===== config.mk =====
export PLATFORM = sky130hd
export DESIGN_NAME = acta_tilt
export DESIGN_NICKNAME = d
export VERILOG_FILES = /design/src/rtl/acta_pkg.sv /design/src/rtl/acta_tilt.sv
export SDC_FILE = /design/constraint.sdc
export NUM_CORES = 2
export LEC_CHECK = 0
export BUFFER_PORTS_ARGS = -buffer_cell sky130_fd_sc_hd__buf_2
export CAP_MARGIN = 20
export CORE_AREA = 4 4 706 708
export DETAILED_ROUTE_END_ITERATION = 8
export DIE_AREA = 0 0 710 712
export SLEW_MARGIN = 20
export SYNTH_ARGS = -nofsm -noshare
export SYNTH_HDL_FRONTEND = slang
export SYNTH_SLANG_ARGS = --single-unit
export TNS_END_PERCENT = 1

===== constraint.sdc =====
create_clock -name clk -period 13.1 [get_ports clk]
set_clock_uncertainty 0.2 [all_clocks]
set_input_delay 3.275 -clock clk [delete_from_list [all_inputs] [get_ports clk]]
set_output_delay 3.275 -clock clk [all_outputs]
set_load 0.005 [all_outputs]

===== src/rtl/acta_pkg.sv =====
package acta_pkg;

  // Widths of the fixed-point formats.
  localparam int SAMPLE_W    = 16;
  localparam int AXIS_W      = 17;
  localparam int MAG_W       = 16;
  localparam int FRAC_SHIFT  = 24;
  localparam int XY_W        = 44;
  localparam int Z_W         = 28;
  localparam int V_W         = 30;
  localparam int ANGLE_W     = 15;
  localparam int ROUND_SHIFT = 13;
  localparam int TABLE_LEN   = 24;

  // 90 degrees in 2^-20 degree units, with the rounding half already added.
  localparam logic signed [V_W-1:0] RIGHT_ROUNDED = V_W'(94371840 + 4096);
  localparam logic [ANGLE_W-1:0]    MAX_ANGLE     = ANGLE_W'(23040);
  localparam logic signed [SAMPLE_W-1:0] ZERO_OFFSET_RST = SAMPLE_W'(5496);

  typedef struct packed {
    logic signed [SAMPLE_W-1:0] x_sample;
    logic signed [SAMPLE_W-1:0] y_sample;
    logic signed [SAMPLE_W-1:0] z_sample;
  } in_req_t;

  typedef struct packed {
    logic [ANGLE_W-1:0] xz_angle;
    logic [ANGLE_W-1:0] yz_angle;
    logic [ANGLE_W-1:0] xy_angle;
    logic               xz_valid;
    logic               yz_valid;
    logic               xy_valid;
  } out_res_t;

  // One angle with its valid flag, as one tilt lane delivers it.
  typedef struct packed {
    logic [ANGLE_W-1:0] angle;
    logic               ok;
  } tilt_res_t;

  // atan(2^-i) in degrees times 2^20, rounded to nearest.
  function automatic logic signed [Z_W-1:0] atan_units(input int unsigned idx);
    logic signed [Z_W-1:0] r;
    case (idx)
      0:  r = Z_W'(47185920);
      1:  r = Z_W'(27855475);
      2:  r = Z_W'(14718068);
      3:  r = Z_W'(7471121);
      4:  r = Z_W'(3750058);
      5:  r = Z_W'(1876857);
      6:  r = Z_W'(938658);
      7:  r = Z_W'(469357);
      8:  r = Z_W'(234682);
      9:  r = Z_W'(117342);
      10: r = Z_W'(58671);
      11: r = Z_W'(29335);
      12: r = Z_W'(14668);
      13: r = Z_W'(7334);
      14: r = Z_W'(3667);
      15: r = Z_W'(1833);
      16: r = Z_W'(917);
      17: r = Z_W'(458);
      18: r = Z_W'(229);
      19: r = Z_W'(115);
      20: r = Z_W'(57);
      21: r = Z_W'(29);
      22: r = Z_W'(14);
      23: r = Z_W'(7);
      default: r = '0;
    endcase
    return r;
  endfunction

endpackage


===== src/rtl/acta_tilt.sv =====
module acta_tilt
  import acta_pkg::*;
#(
  parameter int CORDIC_STAGES = 16
) (
  input  logic                     clk,
  input  logic                     en,
  input  logic signed [AXIS_W-1:0] num,
  input  logic signed [AXIS_W-1:0] den,
  output tilt_res_t                res
);

  // How the final stage forms the angle.
  typedef enum logic [1:0] {
    K_CORDIC,
    K_ZERO,
    K_FULL,
    K_NONE
  } kind_t;

  logic signed [XY_W-1:0] x_r    [CORDIC_STAGES+1];
  logic signed [XY_W-1:0] y_r    [CORDIC_STAGES+1];
  logic signed [Z_W-1:0]  z_r    [CORDIC_STAGES+1];
  logic                   neg_r  [CORDIC_STAGES+1];
  kind_t                  kind_r [CORDIC_STAGES+1];

  logic signed [AXIS_W-1:0] num_abs;
  logic signed [AXIS_W-1:0] den_abs;
  logic [MAG_W-1:0]         num_mag;
  logic [MAG_W-1:0]         den_mag;
  kind_t                    kind_nxt;

  // Magnitudes of both operands and the special cases of a zero denominator.
  always_comb begin
    num_abs = num[AXIS_W-1] ? -num : num;
    den_abs = den[AXIS_W-1] ? -den : den;
    num_mag = num_abs[MAG_W-1:0];
    den_mag = den_abs[MAG_W-1:0];
    if (den != '0) begin
      kind_nxt = K_CORDIC;
    end else if (num == '0) begin
      kind_nxt = K_NONE;
    end else if (num[AXIS_W-1]) begin
      kind_nxt = K_FULL;
    end else begin
      kind_nxt = K_ZERO;
    end
  end

  always_ff @(posedge clk) begin
    if (en) begin
      x_r[0]    <= {{(XY_W-MAG_W-FRAC_SHIFT){1'b0}}, den_mag, {FRAC_SHIFT{1'b0}}};
      y_r[0]    <= {{(XY_W-MAG_W-FRAC_SHIFT){1'b0}}, num_mag, {FRAC_SHIFT{1'b0}}};
      z_r[0]    <= '0;
      neg_r[0]  <= num[AXIS_W-1] ^ den[AXIS_W-1];
      kind_r[0] <= kind_nxt;
    end
  end

  // One vectoring rotation per register stage; the residual y drives the turn.
  for (genvar i = 0; i < CORDIC_STAGES; i++) begin : g_iter
    logic signed [XY_W-1:0] dx;
    logic signed [XY_W-1:0] dy;

    assign dx = y_r[i] >>> i;
    assign dy = x_r[i] >>> i;

    always_ff @(posedge clk) begin
      if (en) begin
        if (!y_r[i][XY_W-1]) begin
          x_r[i+1] <= x_r[i] + dx;
          y_r[i+1] <= y_r[i] - dy;
          z_r[i+1] <= z_r[i] + atan_units(i);
        end else begin
          x_r[i+1] <= x_r[i] - dx;
          y_r[i+1] <= y_r[i] + dy;
          z_r[i+1] <= z_r[i] - atan_units(i);
        end
        neg_r[i+1]  <= neg_r[i];
        kind_r[i+1] <= kind_r[i];
      end
    end
  end

  logic signed [V_W-1:0]     z_ext;
  logic signed [V_W-1:0]     v;
  logic [V_W-ROUND_SHIFT-2:0] q;
  tilt_res_t                 res_nxt;
  tilt_res_t                 res_r;

  // Subtract the angle from 90 degrees, round to 1/128 degree and clamp.
  always_comb begin
    z_ext = {{(V_W-Z_W){z_r[CORDIC_STAGES][Z_W-1]}}, z_r[CORDIC_STAGES]};
    v     = neg_r[CORDIC_STAGES] ? RIGHT_ROUNDED + z_ext : RIGHT_ROUNDED - z_ext;
    q     = v[V_W-2:ROUND_SHIFT];
    res_nxt.ok = 1'b1;
    case (kind_r[CORDIC_STAGES])
      K_CORDIC: begin
        if (v[V_W-1]) begin
          res_nxt.angle = '0;
        end else if (q > (V_W-ROUND_SHIFT-1)'(MAX_ANGLE)) begin
          res_nxt.angle = MAX_ANGLE;
        end else begin
          res_nxt.angle = q[ANGLE_W-1:0];
        end
      end
      K_ZERO: begin
        res_nxt.angle = '0;
      end
      K_FULL: begin
        res_nxt.angle = MAX_ANGLE;
      end
      default: begin
        res_nxt.angle = '0;
        res_nxt.ok    = 1'b0;
      end
    endcase
  end

  always_ff @(posedge clk) begin
    if (en) begin
      res_r <= res_nxt;
    end
  end

  assign res = res_r;

endmodule


==> results.ini <==
[logic_synthesis]
synth_seq_area_share=0.3582
syn_area_um2=122600
synth_cells=12740
async_flop_share=0
synthTopCellsByArea=edfxtp_1 36%, ha_1 14%, xnor2_1 8.9%
synth_top_area_share=0.3582
ys.flop_type=edfxtp_1
synth_cell_type_count=112
synth_area_leader_cell=edfxtp_1
avgSynthCellArea_um2=9.624
synth_nets=14230
ys_seq_elements=1463
yosysWarnings=0
synth_edf_count=1463

[detailed_routing]
num_vias=92320
wl_per_cell_um=15.61
ant_nets=0
drc=0
viasPerCell=4.746
routed_wl_um=303600
drtIter0Drc=5440
firstDrtPassIters=6

[critical_path]
arrival_ns=8.90
reg2reg_from=y_r[12][12]$_DFFE_PP_
rrSetupSlack_ns=6.61
start_kind=input pin
required_ns=13.49
endpoint_kind=register
r2r_end=x_r[13][43]$_DFFE_PP_
cp_max_fo=65
ff2ff_path_depth=23
path_class=in2reg

[placed_design]
place_congestion=0.9570
dp_slack_ns=3.823
portBuffers=51
place_hpwl_um=243600

[floorplanning]
die_area_um2=505500
die_w_um=710
ios=52
initial_utilization=0.2491
coreArea_um2=492300
fp.dieH_um=712
fp-row-count=258

[timing]
tns_ns=0
setup_viol=0
setup_ws_ns=4.585
fmax_mhz=117.4
slew_violations=0
slew_headroom=0.2585
hold_viol_final=0
rsz0062_at_grt=no
min_period_ns=8.515
tightest_slew_ns=1.084
min_period_over_period=0.6500

[global_routing]
gr-total-overflow=0
antenna_found_initial=1
grt_use_total=0.1150
grt_max_degree=119
grt_pass1_vias=88690
grt_pass1_wl_um=480000

[cts]
cts.sinks=1463
worst_skew_pair.late_latency_ns=0.86
clk_pin_slew_ns=0.06
cts_tree=done
cts_setup_buffers=0
clock_path_buffers=4
cts.hold.buffers_added=0
cts_buffers=171
cts_resized=0
root_buffer=clkbuf_16
htreeDepth=4

[hold_path]
hold_path_end=neg_r[0][7]$_DFFE_PP_
hp-class=reg2reg
hp-start=neg_r[0][6]$_DFFE_PP_
worstHoldPathCells=0

[finish]
fin_nets=14320
drive_gt1_frac=0.04000
fin_util=0.2760
final.fill_count=51630
syn_to_final_growth_pct=10.78

[status]
status=completed

[flow_run]
drv_cap=0

-- kinds of logic after synthesis --
family / Yosys count / synth area share
AOI/OAI and AO/OA: 3685 / 0.1902
and+or+nand+nor: 3442 / 0.1368
xor gates and xnor gates: 1938 / 0.1385
DFF: 1463 / 0.3582
adders and majority gates: 1453 / 0.1503
buffers and inverters: 716 / 0.02213
muxes: 45 / 0.003887
-- stage by stage --
| step | cell area (um^2) | hold WS (ns) | instances |
|---|---|---|---|
| final | 135900 | 0.1762 | 19450 |
| after global routing | 135900 | 0.1772 | 19450 |
| after CTS | 135800 | 0.1736 | 19450 |
| after detailed placement | 130700 | 0.2045 | 19150 |
| after global placement | 130700 | 0.2028 | 19150 |
| after floorplan | 122600 | 0.2003 | 12740 |
-- layer usage --
layer	track usage	wire, um
met5	0	0
met4	0.04812	14230
met3	0.01297	9674
met2	0.2042	147800
met1	0.1402	131800
-- synth_stat cells, types with 100 or more instances --
| cell type | n |
|---|---|
| xnor2_1 | 1246 |
| nor4_1 | 110 |
| nand2_1 | 781 |
| nor3_1 | 309 |
| a21o_1 | 505 |
| o31ai_1 | 164 |
| o21a_1 | 176 |
| o21ai_0 | 766 |
| nor2_1 | 993 |
| inv_1 | 510 |
| nand3_1 | 210 |
| o21bai_1 | 167 |
| or3_1 | 100 |
| nor2b_1 | 193 |
| xor2_1 | 691 |
| clkbuf_1 | 169 |
| nand2b_1 | 257 |
| a21oi_1 | 1209 |
| edfxtp_1 | 1463 |
| ha_1 | 1420 |
| and3_1 | 102 |
-- state kept, by name (all words and copies together), names as in the netlist --
signal  cells
z_r       379
res        16
neg_r      17
y_r       517
kind_r     34
x_r       500
-- layout by cell type, fill, tap and decap left out, types with 210 or more instances in the layout --
master	count
xor2_1	691
xnor2_1	1246
a21oi_1	1209
nor2_1	993
a21o_1	505
nand3_1	210
ha_1	1420
o21ai_0	766
nand2b_1	257
nor3_1	309
edfxtp_1	1463
nand2_1	778
inv_1	508
-- how the worst max path moves through the flow --
stage	from	to	slack (ns)	cells after the start
final	en	x_r[13][42]$_DFFE_PP_	4.58	20
after global routing	en	x_r[13][42]$_DFFE_PP_	4.27	20
after CTS	en	x_r[14][43]$_DFFE_PP_	4.77	20
after detailed placement	en	x_r[14][43]$_DFFE_PP_	3.82	20
after global placement	en	y_r[5][42]$_DFFE_PP_	3.77	22
after floorplan	en	y_r[9][36]$_DFFE_PP_	4.86	22
-- cell type report --
| cell class | count | area, um^2 | share of cell area |
|---|---|---|---|
| Antenna cell | 2 | 5.005 | 0.00003684 |
| Clock inverter | 80 | 638.1 | 0.004697 |
| Timing Repair Buffer | 109 | 738.2 | 0.005434 |
| Inverter | 520 | 1952 | 0.01437 |
| Multi-Input combinational cell | 10560 | 76000 | 0.5594 |
| Tap cell | 6500 | 8133 | 0.05986 |
| Sequential cell | 1463 | 43930 | 0.3234 |
| Clock buffer | 215 | 4466 | 0.03287 |
-- worst max-delay path: stages --
cell,delay [ns]
buf_12,0.15
nand2_1,0.25
clkinv_1,0.59
buf_4,0.50
nor2_1,0.17
xnor2_1,0.13
ha_1,0.28
nor2b_1,0.16
o2111ai_1,0.23
nand3_1,0.17
a22oi_1,0.39
or4_1,0.20
a21oi_1,0.09
nor3_1,0.42
a211oi_1,0.21
o41ai_1,0.65
nand2b_1,0.11
a21oi_1,0.31
o31ai_1,0.15
xor2_1,0.15
Power is not shown: default switching activity piles up to over one toggle a cycle in this logic, so the estimate is an artifact.
